### config.mk
export PLATFORM = sky130hd
export DESIGN_NAME = thermocouple_rate_abort_monitor_unit_flat
export DESIGN_NICKNAME = d
export VERILOG_FILES = /design/src/sv/rtam_pkg.sv /design/src/sv/rtam_if.sv /design/src/sv/rtam_window_ram.sv /design/src/sv/rtam_check.sv /design/src/sv/thermocouple_rate_abort_monitor_unit.sv /design/src/flat_wrapper.sv
export SDC_FILE = /design/constraint.sdc
export NUM_CORES = 2
export LEC_CHECK = 0
export BUFFER_PORTS_ARGS = -buffer_cell sky130_fd_sc_hd__buf_2
export CORE_MARGIN = 5
export CORE_UTILIZATION = 65
export CTS_CLUSTER_SIZE = 25
export DETAILED_ROUTE_END_ITERATION = 8
export HOLD_SLACK_MARGIN = 0.12
export PLACE_DENSITY_LB_ADDON = 0.05
export SYNTH_ARGS = -nofsm -noshare
export SYNTH_HDL_FRONTEND = slang
export SYNTH_SLANG_ARGS = --single-unit
### constraint.sdc
create_clock -name clock -period 13.39 [get_ports clock]
set_input_delay 2.0085 -clock clock [delete_from_list [all_inputs] [get_ports clock]]
set_output_delay 2.0085 -clock clock [all_outputs]
set_load 0.02 [all_outputs]
### src/sv/rtam_pkg.sv
// Shared types, widths and constants of the thermocouple rate abort monitor.
`default_nettype none

package rtam_pkg;

   // Default geometry
   localparam int CHANNELS_DEFAULT = 5;
   localparam int WINDOW_DEFAULT   = 10;

   // Field widths
   localparam int OP_W        = 1;
   localparam int CH_FIELD_W  = 3;
   localparam int TEMP_W      = 14;
   localparam int DELTA_W     = 15;
   localparam int SUM_OUT_W   = 19;
   localparam int RATE_W      = 21;
   localparam int SPS_W       = 10;
   localparam int COUNT_W     = 8;
   localparam int CAUSE_W     = 5;
   localparam int CSR_INDEX_W = 3;
   localparam int CSR_DATA_W  = 21;

   // Channels 0 to 3 take part in the limit checks
   localparam int RATE_CHANNELS = 4;
   localparam int N_COUNTERS    = 5;
   localparam logic [COUNT_W-1:0] COUNT_MAX = '1;

   // Register reset values
   localparam logic signed [TEMP_W-1:0] OVER_TEMP_LIMIT_RESET = 14'sd8191;
   localparam logic signed [TEMP_W-1:0] TEMP_LIMIT_RESET      = 14'sd8191;
   localparam logic signed [RATE_W-1:0] RATE_LIMIT_RESET      = 21'sd1048575;
   localparam logic [COUNT_W-1:0]       PERSIST_COUNT_RESET   = 8'd5;
   localparam logic [SPS_W-1:0]         SPS_RESET             = 10'd10;

   typedef enum logic [OP_W-1:0] {
      OP_SAMPLE = 1'b0,
      OP_CHECK  = 1'b1
   } op_type;

   typedef enum logic [CSR_INDEX_W-1:0] {
      CSR_OVER_TEMP_LIMIT    = 3'd0,
      CSR_TEMP_LIMIT         = 3'd1,
      CSR_RATE_LIMIT         = 3'd2,
      CSR_PERSIST_COUNT      = 3'd3,
      CSR_SAMPLES_PER_SECOND = 3'd4
   } csr_index_type;

   typedef struct packed {
      logic [TEMP_W-1:0]  over_temp_limit;
      logic [TEMP_W-1:0]  temp_limit;
      logic [RATE_W-1:0]  rate_limit;
      logic [COUNT_W-1:0] persist_count;
      logic [SPS_W-1:0]   samples_per_second;
   } cfg_type;

   typedef struct packed {
      logic               abort;
      logic [CAUSE_W-1:0] causes;
   } verdict_type;

endpackage

`default_nettype wire

### src/sv/rtam_if.sv
// Valid/ready channel interfaces for request and response beats.
`default_nettype none

interface rtam_req_if;
   logic                                valid;
   logic                                ready;
   logic [rtam_pkg::OP_W-1:0]           operation;
   logic [rtam_pkg::CH_FIELD_W-1:0]     channel;
   logic signed [rtam_pkg::TEMP_W-1:0]  reading;

   modport source (output valid, output operation, output channel, output reading,
                   input ready);
   modport sink   (input valid, input operation, input channel, input reading,
                   output ready);
endinterface

interface rtam_rsp_if;
   logic                                  valid;
   logic                                  ready;
   logic [rtam_pkg::CH_FIELD_W-1:0]       report_channel;
   logic signed [rtam_pkg::TEMP_W-1:0]    temperature;
   logic signed [rtam_pkg::SUM_OUT_W-1:0] window_delta_sum;
   logic                                  abort;
   logic [rtam_pkg::CAUSE_W-1:0]          abort_causes;

   modport source (output valid, output report_channel, output temperature,
                   output window_delta_sum, output abort, output abort_causes,
                   input ready);
   modport sink   (input valid, input report_channel, input temperature,
                   input window_delta_sum, input abort, input abort_causes,
                   output ready);
endinterface

`default_nettype wire

### src/sv/rtam_window_ram.sv
// Delta window memory: one write port, one registered read port.
`default_nettype none

module rtam_window_ram #(
   parameter int DEPTH = rtam_pkg::CHANNELS_DEFAULT * rtam_pkg::WINDOW_DEFAULT,
   parameter int AW    = $clog2(DEPTH),
   parameter int DW    = rtam_pkg::DELTA_W
) (
   input  wire logic                 clock,
   input  wire logic                 rd_en,
   input  wire logic [AW-1:0]        rd_addr,
   output logic signed [DW-1:0]      rd_data,
   input  wire logic                 wr_en,
   input  wire logic [AW-1:0]        wr_addr,
   input  wire logic signed [DW-1:0] wr_data
);

   logic [DW-1:0] mem [DEPTH];
   logic [DW-1:0] rd_data_ff;

   // Write port
   always_ff @(posedge clock) begin
      if (wr_en) begin
         mem[wr_addr] <= wr_data;
      end
   end

   // Read port, data held until the next read
   always_ff @(posedge clock) begin
      if (rd_en) begin
         rd_data_ff <= mem[rd_addr];
      end
   end

   assign rd_data = $signed(rd_data_ff);

endmodule

`default_nettype wire

### src/sv/rtam_check.sv
// Limit and rate tests with persistence counters for the abort check.
`default_nettype none

module rtam_check #(
   parameter int CHANNELS = rtam_pkg::CHANNELS_DEFAULT,
   parameter int WINDOW   = rtam_pkg::WINDOW_DEFAULT,
   parameter int SW       = rtam_pkg::DELTA_W + $clog2(WINDOW)
) (
   input  wire logic                             clock,
   input  wire logic                             reset,
   input  wire logic                             fire,
   input  wire rtam_pkg::cfg_type                cfg,
   input  wire logic signed [rtam_pkg::TEMP_W-1:0] temp [rtam_pkg::RATE_CHANNELS],
   input  wire logic signed [SW-1:0]             sum  [rtam_pkg::RATE_CHANNELS],
   output rtam_pkg::verdict_type                 verdict
);

   localparam int LHS_W = SW + rtam_pkg::SPS_W + 1;
   localparam int RHS_W = rtam_pkg::RATE_W + $clog2(WINDOW) + 1;
   localparam int MW    = (LHS_W > RHS_W) ? LHS_W : RHS_W;

   logic signed [rtam_pkg::TEMP_W-1:0] over_limit;
   logic signed [rtam_pkg::TEMP_W-1:0] temp_limit;
   logic signed [rtam_pkg::RATE_W-1:0] rate_limit;
   logic signed [rtam_pkg::SPS_W:0]    sps;
   logic signed [MW-1:0]               rhs;
   logic signed [MW-1:0]               lhs [rtam_pkg::RATE_CHANNELS];
   logic [rtam_pkg::N_COUNTERS-1:0]    fail;
   logic [rtam_pkg::COUNT_W-1:0]       count_ff [rtam_pkg::N_COUNTERS];
   logic [rtam_pkg::COUNT_W-1:0]       count_in [rtam_pkg::N_COUNTERS];
   logic [rtam_pkg::CAUSE_W-1:0]       causes;

   assign over_limit = $signed(cfg.over_temp_limit);
   assign temp_limit = $signed(cfg.temp_limit);
   assign rate_limit = $signed(cfg.rate_limit);
   assign sps        = $signed({1'b0, cfg.samples_per_second});
   assign rhs        = MW'(rate_limit) * MW'(WINDOW);

   // Evaluate the failing conditions; a missing channel never fails
   always_comb begin
      fail = '0;
      for (int i = 0; i < rtam_pkg::RATE_CHANNELS; i++) begin
         lhs[i] = MW'(sum[i]) * MW'(sps);
         if (i < CHANNELS) begin
            if (temp[i] > over_limit) begin
               fail[0] = 1'b1;
            end
            fail[i + 1] = (temp[i] > temp_limit) && (lhs[i] > rhs);
         end
      end
   end

   // Count consecutive failures, saturate, compare with the threshold
   always_comb begin
      for (int k = 0; k < rtam_pkg::N_COUNTERS; k++) begin
         if (!fail[k]) begin
            count_in[k] = '0;
         end else if (count_ff[k] == rtam_pkg::COUNT_MAX) begin
            count_in[k] = count_ff[k];
         end else begin
            count_in[k] = count_ff[k] + 1'b1;
         end
         causes[k] = fail[k] && (count_in[k] >= cfg.persist_count);
      end
   end

   always_ff @(posedge clock) begin
      if (reset) begin
         for (int k = 0; k < rtam_pkg::N_COUNTERS; k++) begin
            count_ff[k] <= '0;
         end
      end else if (fire) begin
         for (int k = 0; k < rtam_pkg::N_COUNTERS; k++) begin
            count_ff[k] <= count_in[k];
         end
      end
   end

   assign verdict.abort  = |causes;
   assign verdict.causes = causes;

endmodule

`default_nettype wire

### src/sv/thermocouple_rate_abort_monitor_unit.sv
// Top level of the thermocouple rate abort monitor.
//
// req_chan carries sample beats (operation 0: channel, reading) and check
// beats (operation 1). rsp_chan returns exactly one beat per request, in order.
// A sample beat returns its channel, the stored reading and the sum of that
// channel's last WINDOW deltas; a check beat returns abort and its causes.
// A response beat passes the read stage and then the output register: the
// accept edge reads the old delta from the window memory, and the edge on
// which the read stage advances updates the sum, writes the memory back and
// loads the output register. While rsp_chan takes its beats, one beat per cycle
// is sustained; the single read port of the window memory sets that figure.
// When rsp_chan stalls, the output register holds and one more beat waits in
// the read stage; req_chan.ready drops only while both are occupied.
// Reset clears all channel state, counters and the register file to their
// defaults; the window memory is qualified by a per-channel wrap flag, so no
// clearing pass is needed. csr_* writes apply at once and are meant for idle
// periods.
`default_nettype none

module thermocouple_rate_abort_monitor_unit #(
   parameter int CHANNELS = rtam_pkg::CHANNELS_DEFAULT,
   parameter int WINDOW   = rtam_pkg::WINDOW_DEFAULT
) (
   input  wire logic                              clock,
   input  wire logic                              reset,
   rtam_req_if.sink                               req_chan,
   rtam_rsp_if.source                             rsp_chan,
   input  wire logic                              csr_wr_en,
   input  wire logic [rtam_pkg::CSR_INDEX_W-1:0]  csr_index,
   input  wire logic [rtam_pkg::CSR_DATA_W-1:0]   csr_wr_data
);

   localparam int CH_W  = (CHANNELS > 1) ? $clog2(CHANNELS) : 1;
   localparam int PW    = $clog2(WINDOW);
   localparam int DEPTH = CHANNELS * WINDOW;
   localparam int AW    = $clog2(DEPTH);
   localparam int SW    = rtam_pkg::DELTA_W + $clog2(WINDOW);
   localparam int TW    = rtam_pkg::TEMP_W;
   localparam int DW    = rtam_pkg::DELTA_W;

   // Register file
   rtam_pkg::cfg_type cfg_ff, cfg_in;

   always_comb begin
      cfg_in = cfg_ff;
      if (csr_wr_en) begin
         unique case (csr_index)
            rtam_pkg::CSR_OVER_TEMP_LIMIT:
               cfg_in.over_temp_limit = csr_wr_data[TW-1:0];
            rtam_pkg::CSR_TEMP_LIMIT:
               cfg_in.temp_limit = csr_wr_data[TW-1:0];
            rtam_pkg::CSR_RATE_LIMIT:
               cfg_in.rate_limit = csr_wr_data[rtam_pkg::RATE_W-1:0];
            rtam_pkg::CSR_PERSIST_COUNT:
               cfg_in.persist_count = csr_wr_data[rtam_pkg::COUNT_W-1:0];
            rtam_pkg::CSR_SAMPLES_PER_SECOND:
               cfg_in.samples_per_second = csr_wr_data[rtam_pkg::SPS_W-1:0];
            default: begin
            end
         endcase
      end
   end

   always_ff @(posedge clock) begin
      if (reset) begin
         cfg_ff.over_temp_limit    <= rtam_pkg::OVER_TEMP_LIMIT_RESET;
         cfg_ff.temp_limit         <= rtam_pkg::TEMP_LIMIT_RESET;
         cfg_ff.rate_limit         <= rtam_pkg::RATE_LIMIT_RESET;
         cfg_ff.persist_count      <= rtam_pkg::PERSIST_COUNT_RESET;
         cfg_ff.samples_per_second <= rtam_pkg::SPS_RESET;
      end else begin
         cfg_ff <= cfg_in;
      end
   end

   // Per-channel state
   logic signed [TW-1:0] last_temp_ff [CHANNELS];
   logic signed [SW-1:0] delta_sum_ff [CHANNELS];
   logic [PW-1:0]        window_pos_ff [CHANNELS];
   logic [CHANNELS-1:0]  full_ff;

   // Read stage
   logic                     s1_valid_ff, s1_valid_in;
   rtam_pkg::op_type         s1_op_ff;
   logic [rtam_pkg::CH_FIELD_W-1:0] s1_ch_ff;
   logic                     s1_in_range_ff;
   logic signed [TW-1:0]     s1_reading_ff;
   logic [CH_W-1:0]          s1_idx_ff;
   logic [AW-1:0]            s1_slot_ff;
   logic                     s1_full_ff;
   logic                     s1_advance;

   // Output register
   logic                                  out_valid_ff, out_valid_in;
   logic [rtam_pkg::CH_FIELD_W-1:0]       out_ch_ff;
   logic signed [TW-1:0]                  out_temp_ff;
   logic signed [rtam_pkg::SUM_OUT_W-1:0] out_sum_ff;
   logic                                  out_abort_ff;
   logic [rtam_pkg::CAUSE_W-1:0]          out_causes_ff;

   // Accept stage
   logic                 req_accept;
   logic                 in_is_sample;
   logic                 in_range;
   logic [CH_W-1:0]      in_idx;
   logic [PW-1:0]        cur_pos;
   logic [PW-1:0]        next_pos;
   logic [AW-1:0]        in_slot;
   logic                 in_touch;

   assign s1_advance     = s1_valid_ff && (!out_valid_ff || rsp_chan.ready);
   assign req_chan.ready = !s1_valid_ff || s1_advance;
   assign req_accept     = req_chan.valid && req_chan.ready;

   assign in_is_sample = (rtam_pkg::op_type'(req_chan.operation) == rtam_pkg::OP_SAMPLE);
   assign in_range     = int'(req_chan.channel) < CHANNELS;
   assign in_idx       = CH_W'(req_chan.channel);
   assign in_touch     = req_accept && in_is_sample && in_range;
   assign cur_pos      = in_range ? window_pos_ff[in_idx] : '0;
   assign next_pos     = (cur_pos == PW'(WINDOW - 1)) ? '0 : cur_pos + 1'b1;
   assign in_slot      = AW'(int'(in_idx) * WINDOW + int'(cur_pos));

   // Window memory
   logic                 ram_rd_en;
   logic                 ram_wr_en;
   logic [AW-1:0]        ram_rd_addr;
   logic [AW-1:0]        ram_wr_addr;
   logic signed [DW-1:0] ram_rd_data;
   logic signed [DW-1:0] ram_wr_data;

   assign ram_rd_en   = in_touch;
   assign ram_rd_addr = in_slot;

   rtam_window_ram #(
      .DEPTH (DEPTH),
      .AW    (AW),
      .DW    (DW)
   ) u_window_ram (
      .clock   (clock),
      .rd_en   (ram_rd_en),
      .rd_addr (ram_rd_addr),
      .rd_data (ram_rd_data),
      .wr_en   (ram_wr_en),
      .wr_addr (ram_wr_addr),
      .wr_data (ram_wr_data)
   );

   // Advance the ring position and mark the channel full on wrap
   always_ff @(posedge clock) begin
      if (reset) begin
         for (int c = 0; c < CHANNELS; c++) begin
            window_pos_ff[c] <= '0;
         end
         full_ff <= '0;
      end else if (in_touch) begin
         window_pos_ff[in_idx] <= next_pos;
         if (cur_pos == PW'(WINDOW - 1)) begin
            full_ff[in_idx] <= 1'b1;
         end
      end
   end

   // Capture the beat into the read stage
   always_comb begin
      s1_valid_in = s1_valid_ff;
      if (req_accept) begin
         s1_valid_in = 1'b1;
      end else if (s1_advance) begin
         s1_valid_in = 1'b0;
      end
   end

   always_ff @(posedge clock) begin
      if (reset) begin
         s1_valid_ff <= 1'b0;
      end else begin
         s1_valid_ff <= s1_valid_in;
      end
   end

   always_ff @(posedge clock) begin
      if (req_accept) begin
         s1_op_ff       <= rtam_pkg::op_type'(req_chan.operation);
         s1_ch_ff       <= req_chan.channel;
         s1_in_range_ff <= in_range;
         s1_reading_ff  <= req_chan.reading;
         s1_idx_ff      <= in_idx;
         s1_slot_ff     <= in_slot;
         s1_full_ff     <= in_range ? full_ff[in_idx] : 1'b0;
      end
   end

   // Update stage: new delta and window sum
   logic signed [DW-1:0] old_delta;
   logic signed [DW-1:0] new_delta;
   logic signed [TW-1:0] s1_last;
   logic signed [SW-1:0] s1_sum;
   logic signed [SW-1:0] new_sum;
   logic                 s1_write;

   assign s1_last   = s1_in_range_ff ? last_temp_ff[s1_idx_ff] : '0;
   assign s1_sum    = s1_in_range_ff ? delta_sum_ff[s1_idx_ff] : '0;
   assign old_delta = s1_full_ff ? ram_rd_data : '0;
   assign new_delta = DW'(s1_reading_ff) - DW'(s1_last);
   assign new_sum   = s1_sum - SW'(old_delta) + SW'(new_delta);
   assign s1_write  = s1_advance && (s1_op_ff == rtam_pkg::OP_SAMPLE) && s1_in_range_ff;

   assign ram_wr_en   = s1_write;
   assign ram_wr_addr = s1_slot_ff;
   assign ram_wr_data = new_delta;

   always_ff @(posedge clock) begin
      if (reset) begin
         for (int c = 0; c < CHANNELS; c++) begin
            last_temp_ff[c] <= '0;
            delta_sum_ff[c] <= '0;
         end
      end else if (s1_write) begin
         last_temp_ff[s1_idx_ff] <= s1_reading_ff;
         delta_sum_ff[s1_idx_ff] <= new_sum;
      end
   end

   // Check unit sees channels 0 to 3
   logic signed [TW-1:0] chk_temp [rtam_pkg::RATE_CHANNELS];
   logic signed [SW-1:0] chk_sum  [rtam_pkg::RATE_CHANNELS];
   rtam_pkg::verdict_type verdict;
   logic                  chk_fire;

   for (genvar i = 0; i < rtam_pkg::RATE_CHANNELS; i++) begin : g_chk
      if (i < CHANNELS) begin : g_present
         assign chk_temp[i] = last_temp_ff[i];
         assign chk_sum[i]  = delta_sum_ff[i];
      end else begin : g_absent
         assign chk_temp[i] = '0;
         assign chk_sum[i]  = '0;
      end
   end

   assign chk_fire = s1_advance && (s1_op_ff == rtam_pkg::OP_CHECK);

   rtam_check #(
      .CHANNELS (CHANNELS),
      .WINDOW   (WINDOW),
      .SW       (SW)
   ) u_check (
      .clock   (clock),
      .reset   (reset),
      .fire    (chk_fire),
      .cfg     (cfg_ff),
      .temp    (chk_temp),
      .sum     (chk_sum),
      .verdict (verdict)
   );

   // Output register: load on advance, drop on drain
   always_comb begin
      out_valid_in = out_valid_ff;
      if (s1_advance) begin
         out_valid_in = 1'b1;
      end else if (rsp_chan.ready) begin
         out_valid_in = 1'b0;
      end
   end

   always_ff @(posedge clock) begin
      if (reset) begin
         out_valid_ff <= 1'b0;
      end else begin
         out_valid_ff <= out_valid_in;
      end
   end

   always_ff @(posedge clock) begin
      if (s1_advance) begin
         if (s1_op_ff == rtam_pkg::OP_CHECK) begin
            out_ch_ff     <= '0;
            out_temp_ff   <= '0;
            out_sum_ff    <= '0;
            out_abort_ff  <= verdict.abort;
            out_causes_ff <= verdict.causes;
         end else begin
            out_ch_ff     <= s1_ch_ff;
            out_temp_ff   <= s1_in_range_ff ? s1_reading_ff : '0;
            out_sum_ff    <= s1_in_range_ff ? rtam_pkg::SUM_OUT_W'(new_sum) : '0;
            out_abort_ff  <= 1'b0;
            out_causes_ff <= '0;
         end
      end
   end

   assign rsp_chan.valid            = out_valid_ff;
   assign rsp_chan.report_channel   = out_ch_ff;
   assign rsp_chan.temperature      = out_temp_ff;
   assign rsp_chan.window_delta_sum = out_sum_ff;
   assign rsp_chan.abort            = out_abort_ff;
   assign rsp_chan.abort_causes     = out_causes_ff;

`ifndef SYNTHESIS
   a_no_slot_collision: assert property (@(posedge clock) disable iff (reset)
      (ram_rd_en && ram_wr_en) |-> (ram_rd_addr != ram_wr_addr))
      else $error("window memory read and write hit the same slot");

   a_advance_loads_output: assert property (@(posedge clock) disable iff (reset)
      s1_advance |=> out_valid_ff)
      else $error("advanced beat did not reach the output register");

   a_abort_matches_causes: assert property (@(posedge clock) disable iff (reset)
      out_valid_ff |-> (out_abort_ff == (out_causes_ff != '0)))
      else $error("abort flag disagrees with its causes");
`endif

endmodule

`default_nettype wire
### src/flat_wrapper.sv
// flat-port wrapper written by rule: the top's interface ports become plain ports
module thermocouple_rate_abort_monitor_unit_flat 
#(
   parameter int CHANNELS = rtam_pkg::CHANNELS_DEFAULT,
   parameter int WINDOW   = rtam_pkg::WINDOW_DEFAULT
)
  (clock, reset, csr_wr_en, csr_index, csr_wr_data, req_chan_valid, req_chan_operation, req_chan_channel, req_chan_reading, req_chan_ready, rsp_chan_valid, rsp_chan_report_channel, rsp_chan_temperature, rsp_chan_window_delta_sum, rsp_chan_abort, rsp_chan_abort_causes, rsp_chan_ready);
  rtam_req_if req_chan_i ();
  rtam_rsp_if rsp_chan_i ();
  input  wire logic clock;
  input  wire logic reset;
  input  wire logic csr_wr_en;
  input  wire logic [rtam_pkg::CSR_INDEX_W-1:0] csr_index;
  input  wire logic [rtam_pkg::CSR_DATA_W-1:0] csr_wr_data;
  input wire logic [$bits(req_chan_i.valid)-1:0] req_chan_valid;
  input wire logic [$bits(req_chan_i.operation)-1:0] req_chan_operation;
  input wire logic [$bits(req_chan_i.channel)-1:0] req_chan_channel;
  input wire logic [$bits(req_chan_i.reading)-1:0] req_chan_reading;
  output wire logic [$bits(req_chan_i.ready)-1:0] req_chan_ready;
  output wire logic [$bits(rsp_chan_i.valid)-1:0] rsp_chan_valid;
  output wire logic [$bits(rsp_chan_i.report_channel)-1:0] rsp_chan_report_channel;
  output wire logic [$bits(rsp_chan_i.temperature)-1:0] rsp_chan_temperature;
  output wire logic [$bits(rsp_chan_i.window_delta_sum)-1:0] rsp_chan_window_delta_sum;
  output wire logic [$bits(rsp_chan_i.abort)-1:0] rsp_chan_abort;
  output wire logic [$bits(rsp_chan_i.abort_causes)-1:0] rsp_chan_abort_causes;
  input wire logic [$bits(rsp_chan_i.ready)-1:0] rsp_chan_ready;
  assign req_chan_i.valid = req_chan_valid;
  assign req_chan_i.operation = req_chan_operation;
  assign req_chan_i.channel = req_chan_channel;
  assign req_chan_i.reading = req_chan_reading;
  assign req_chan_ready = req_chan_i.ready;
  assign rsp_chan_valid = rsp_chan_i.valid;
  assign rsp_chan_report_channel = rsp_chan_i.report_channel;
  assign rsp_chan_temperature = rsp_chan_i.temperature;
  assign rsp_chan_window_delta_sum = rsp_chan_i.window_delta_sum;
  assign rsp_chan_abort = rsp_chan_i.abort;
  assign rsp_chan_abort_causes = rsp_chan_i.abort_causes;
  assign rsp_chan_i.ready = rsp_chan_ready;
  thermocouple_rate_abort_monitor_unit #(.CHANNELS(CHANNELS), .WINDOW(WINDOW)) u_core (.clock(clock), .reset(reset), .req_chan(req_chan_i), .rsp_chan(rsp_chan_i), .csr_wr_en(csr_wr_en), .csr_index(csr_index), .csr_wr_data(csr_wr_data));
endmodule
==> flow_summary_export.csv <==
group,metric,value,unit
status,outcome,"finished clean",
synthesis,synthFlopType,"edfxtp_1",
worst_setup_path,cp_num_buf_inv,3,
final_layout,mostFrequentLayoutCells,"1157 x edfxtp_1, 995 x inv_1, 695 x fa_1",
synthesis,synth_area_leaders,"edfxtp_1 41%, fa_1 16%, ha_1 9.0%",
die,row_count,133,
pwr,power,0.0114,W
cts,path_clk_slew,0.06,ns
synthesis,netlist_instances,7052,
timing,hold_viol_final,0,
global_route,grt_use_met1,42.5,%
pwr,powerDensity,124,nW/µm²
global_route,grt_use_total,31.6,%
cts,cts_hold_buf,0,
die,fp.dieH,373,µm
global_route,grtUsageMet2,51.4,%
cts,clk_latency,0.77,ns
cts,post_cts_resized,0,
worst_setup_path,critPathKind,"reg2reg",
routing,antenna_left,0,
cts,cts_buffers,120,
timing,finalClockSkew,0.0764,ns
worst_hold_path,hp-class,"reg2reg",
global_route,grt_use_met3,6.13,%
die,ios,91,
timing,post-route-min-period,11.17,ns
global_route,grt_most_used_layer,"met2",
cts,clock-sinks,1234,
final_layout,multiInputGateArea,44800,µm²
timing,setup_slack,2.22,ns
synthesis,synthDistinctLibCells,73,
worst_setup_path,crit_top_cell,"fa_1",
synthesis,synth_edf_count,1157,
final_layout,area_growth,7.56,%
timing,max_freq,89.6,MHz
pwr,ir_drop,188,µV
placed_design,dpl_worst_slack,2.34,ns
synthesis,avgSynthCellArea,12.2,µm²
worst_setup_path,required,13.86,ns
routing,via_per_inst,6.09,
job,maxCapViolCount,0,
cts,ctsHtreeMaxLevel,3,
final_layout,regArea,36300,µm²
synthesis,syn_nets,8414,
placed_design,globalplace.congestion,0.913,
synthesis,syn_area,85800,µm²
final_layout,final_nets,8431,
worst_setup_path,end_kind,"register",
final_layout,layout_commonest_cell,"edfxtp_1",
synthesis,netlist.area_leader.share,40.5,%
worst_setup_path,cp-start-kind,"register",
timing,fin_hold_ws,0.460,ns
die,dieArea,139000,µm²
routing,drc,0,
synthesis,ys_seq_area_share,42.3,%
placed_design,port_buffers,90,
die,core_area,131000,µm²
global_route,grt_pass1_vias,56600,
final_layout,drive_gt1_share,10.7,%
timing,worst_slew_pin_slew,1.41,ns
synthesis,yosysTopAreaCell,"edfxtp_1",
routing,drtIter0Drc,4738,
routing,num_vias,54400,
cts,cts_tree,"yes",
timing,fin_crit_sh,83.4,%
timing,rsz0062_at_grt,"no",
routing,firstDrtPassIters,6,
global_route,grt_max_degree,80,
worst_setup_path,slowest_delay,1.24,ns
worst_setup_path,arrival,11.64,ns
global_route,antenna_found_initial,3,
cts,post-cts-setup-buffer-count,0,
global_route,grt_pass1_wl,337000,µm
timing,setup_viol,0,
final_layout,fin_util,70.3,%
placed_design,place_hpwl,156000,µm
routing,routedWlPerCell,24.4,µm
die,die_w,373,µm
worst_setup_path,worstPathMaxFanout,57,
die,initial_core_util,65.3,%
pwr,power_leakage,38.6,nW
cts,clockBufferDepth,3,
timing,tns,0,ns
worst_setup_path,crit_slowest_cell,"dfxtp_2",
timing,max_slew_margin,6.13,%
final_layout,fillers,9230,
global_route,overflow,0,
synthesis,async_flop_share,0,%
timing,slew_violations,0,
synthesis,synth-seq-cells,1234,
synthesis,ys_warn_count,0,
worst_setup_path,critPathTopFamily,"compound AO/OA/AOI/OAI gates",
cts,root_buffer,"clkbuf_16",
routing,routed_wl,218000,µm
[worst paths after layout]
path,startpoint,depth (start not counted),to,slack (ns)
max reg2reg,u_core.cfg_ff[2],38,u_core.rsp_chan.abort,2.22
max,u_core.cfg_ff[2],38,u_core.rsp_chan.abort,2.22
min,u_core.cfg_ff[11],2,u_core.cfg_ff[11],0.46
min reg2reg,u_core.cfg_ff[11],2,u_core.cfg_ff[11],0.46
[synthesized netlist by cell type (all sizes together) (11+ instances only)]
cell / n
nor4: 11
o21ai: 108
a21oi: 191
fa: 697
xnor2: 116
nand2b: 41
dfxtp: 77
edfxtp: 1157
nand4: 58
and3: 34
mux2: 21
xor2: 73
o21bai: 27
nand3b: 24
mux2i: 45
o211ai: 19
or2: 11
a211o: 47
clkbuf: 264
nor2b: 86
nor3: 69
or3: 17
inv: 997
a21o: 118
o31ai: 16
o21a: 17
mux4: 279
buf: 40
nor2: 419
nand2: 627
a211oi: 28
a31oi: 26
and2: 470
nand3: 86
ha: 618
[power breakdown]
group | internal, W | total, W | switching [W]
Sequential | 0.00456 | 0.00466 | 0.000106
Combinational | 0.00118 | 0.00342 | 0.00224
Clock | 0.00185 | 0.00334 | 0.00149
Total | 0.00759 | 0.0114 | 0.00383
[per-layer routing]
| layer | up-vias | share of wire (%) |
|---|---|---|
| met4 | 2 | 4.7 |
| met3 | 435 | 8.4 |
| met2 | 2220 | 47 |
| met1 | 27500 | 40 |
| met5 | - | 0.0060 |
| li1 | 24200 | - |
[tightest hold or removal path, stage by stage, from the launching register on]
cell and delay, ns:
dfxtp_1 0.31, nand2_1 0.05, a21oi_1 0.05
[area by class of cell]
class                           instances  area share (%)
Sequential cell                      1234            39.3
Clock inverter                         71           0.726
Clock buffer                          151            3.51
Tap cell                             1755            2.38
Timing Repair Buffer                  199            1.38
Inverter                              998            4.07
Antenna cell                            5          0.0136
Multi-Input combinational cell       4516            48.6
[sequential cells by signal, summed over array words and instances (netlist names), 6 cells and up, named ones only]
| name | count |
|---|---|
| u_core.u_window_ram.mem | 750 |
| u_core.last_temp_ff | 112 |
| u_core.window_pos_ff | 20 |
| u_core.u_window_ram.rd_data | 15 |
| u_core.s1_reading_ff | 14 |
| u_core.u_check.count_ff | 40 |
| u_core.rsp_chan.window_delta_sum | 19 |
| u_core.cfg_ff | 67 |
| u_core.ram_wr_addr | 6 |
| u_core.rsp_chan.temperature | 14 |
| u_core.delta_sum_ff | 152 |
[metrics by stage]
stage | area (µm²) | cells
after global routing | 92200 | 8924
final | 92300 | 8929
after global placement | 88300 | 8702
after CTS | 92200 | 8924
after floorplan | 85800 | 7052
after detailed placement | 88300 | 8702
[kinds of logic (layout without fill, tap and decap cells)]
| logic type | count (synthesis) | after routing | share of synthesized area (%) |
|---|---|---|---|
| buffers and inverters | 1302 | 1419 | 5.80 |
| other | 0 | 5 | 0 |
| DFF | 1234 | 1234 | 42.3 |
| AOI/OAI and AO/OA | 689 | 689 | 5.32 |
| adders and majority gates | 1315 | 1315 | 25.3 |
| muxes | 345 | 345 | 8.13 |
| and+or+nand+nor | 1978 | 1978 | 11.2 |
| xor gates and xnor gates | 189 | 189 | 1.93 |
No activity file was read; power rests on OpenSTA's default activity.
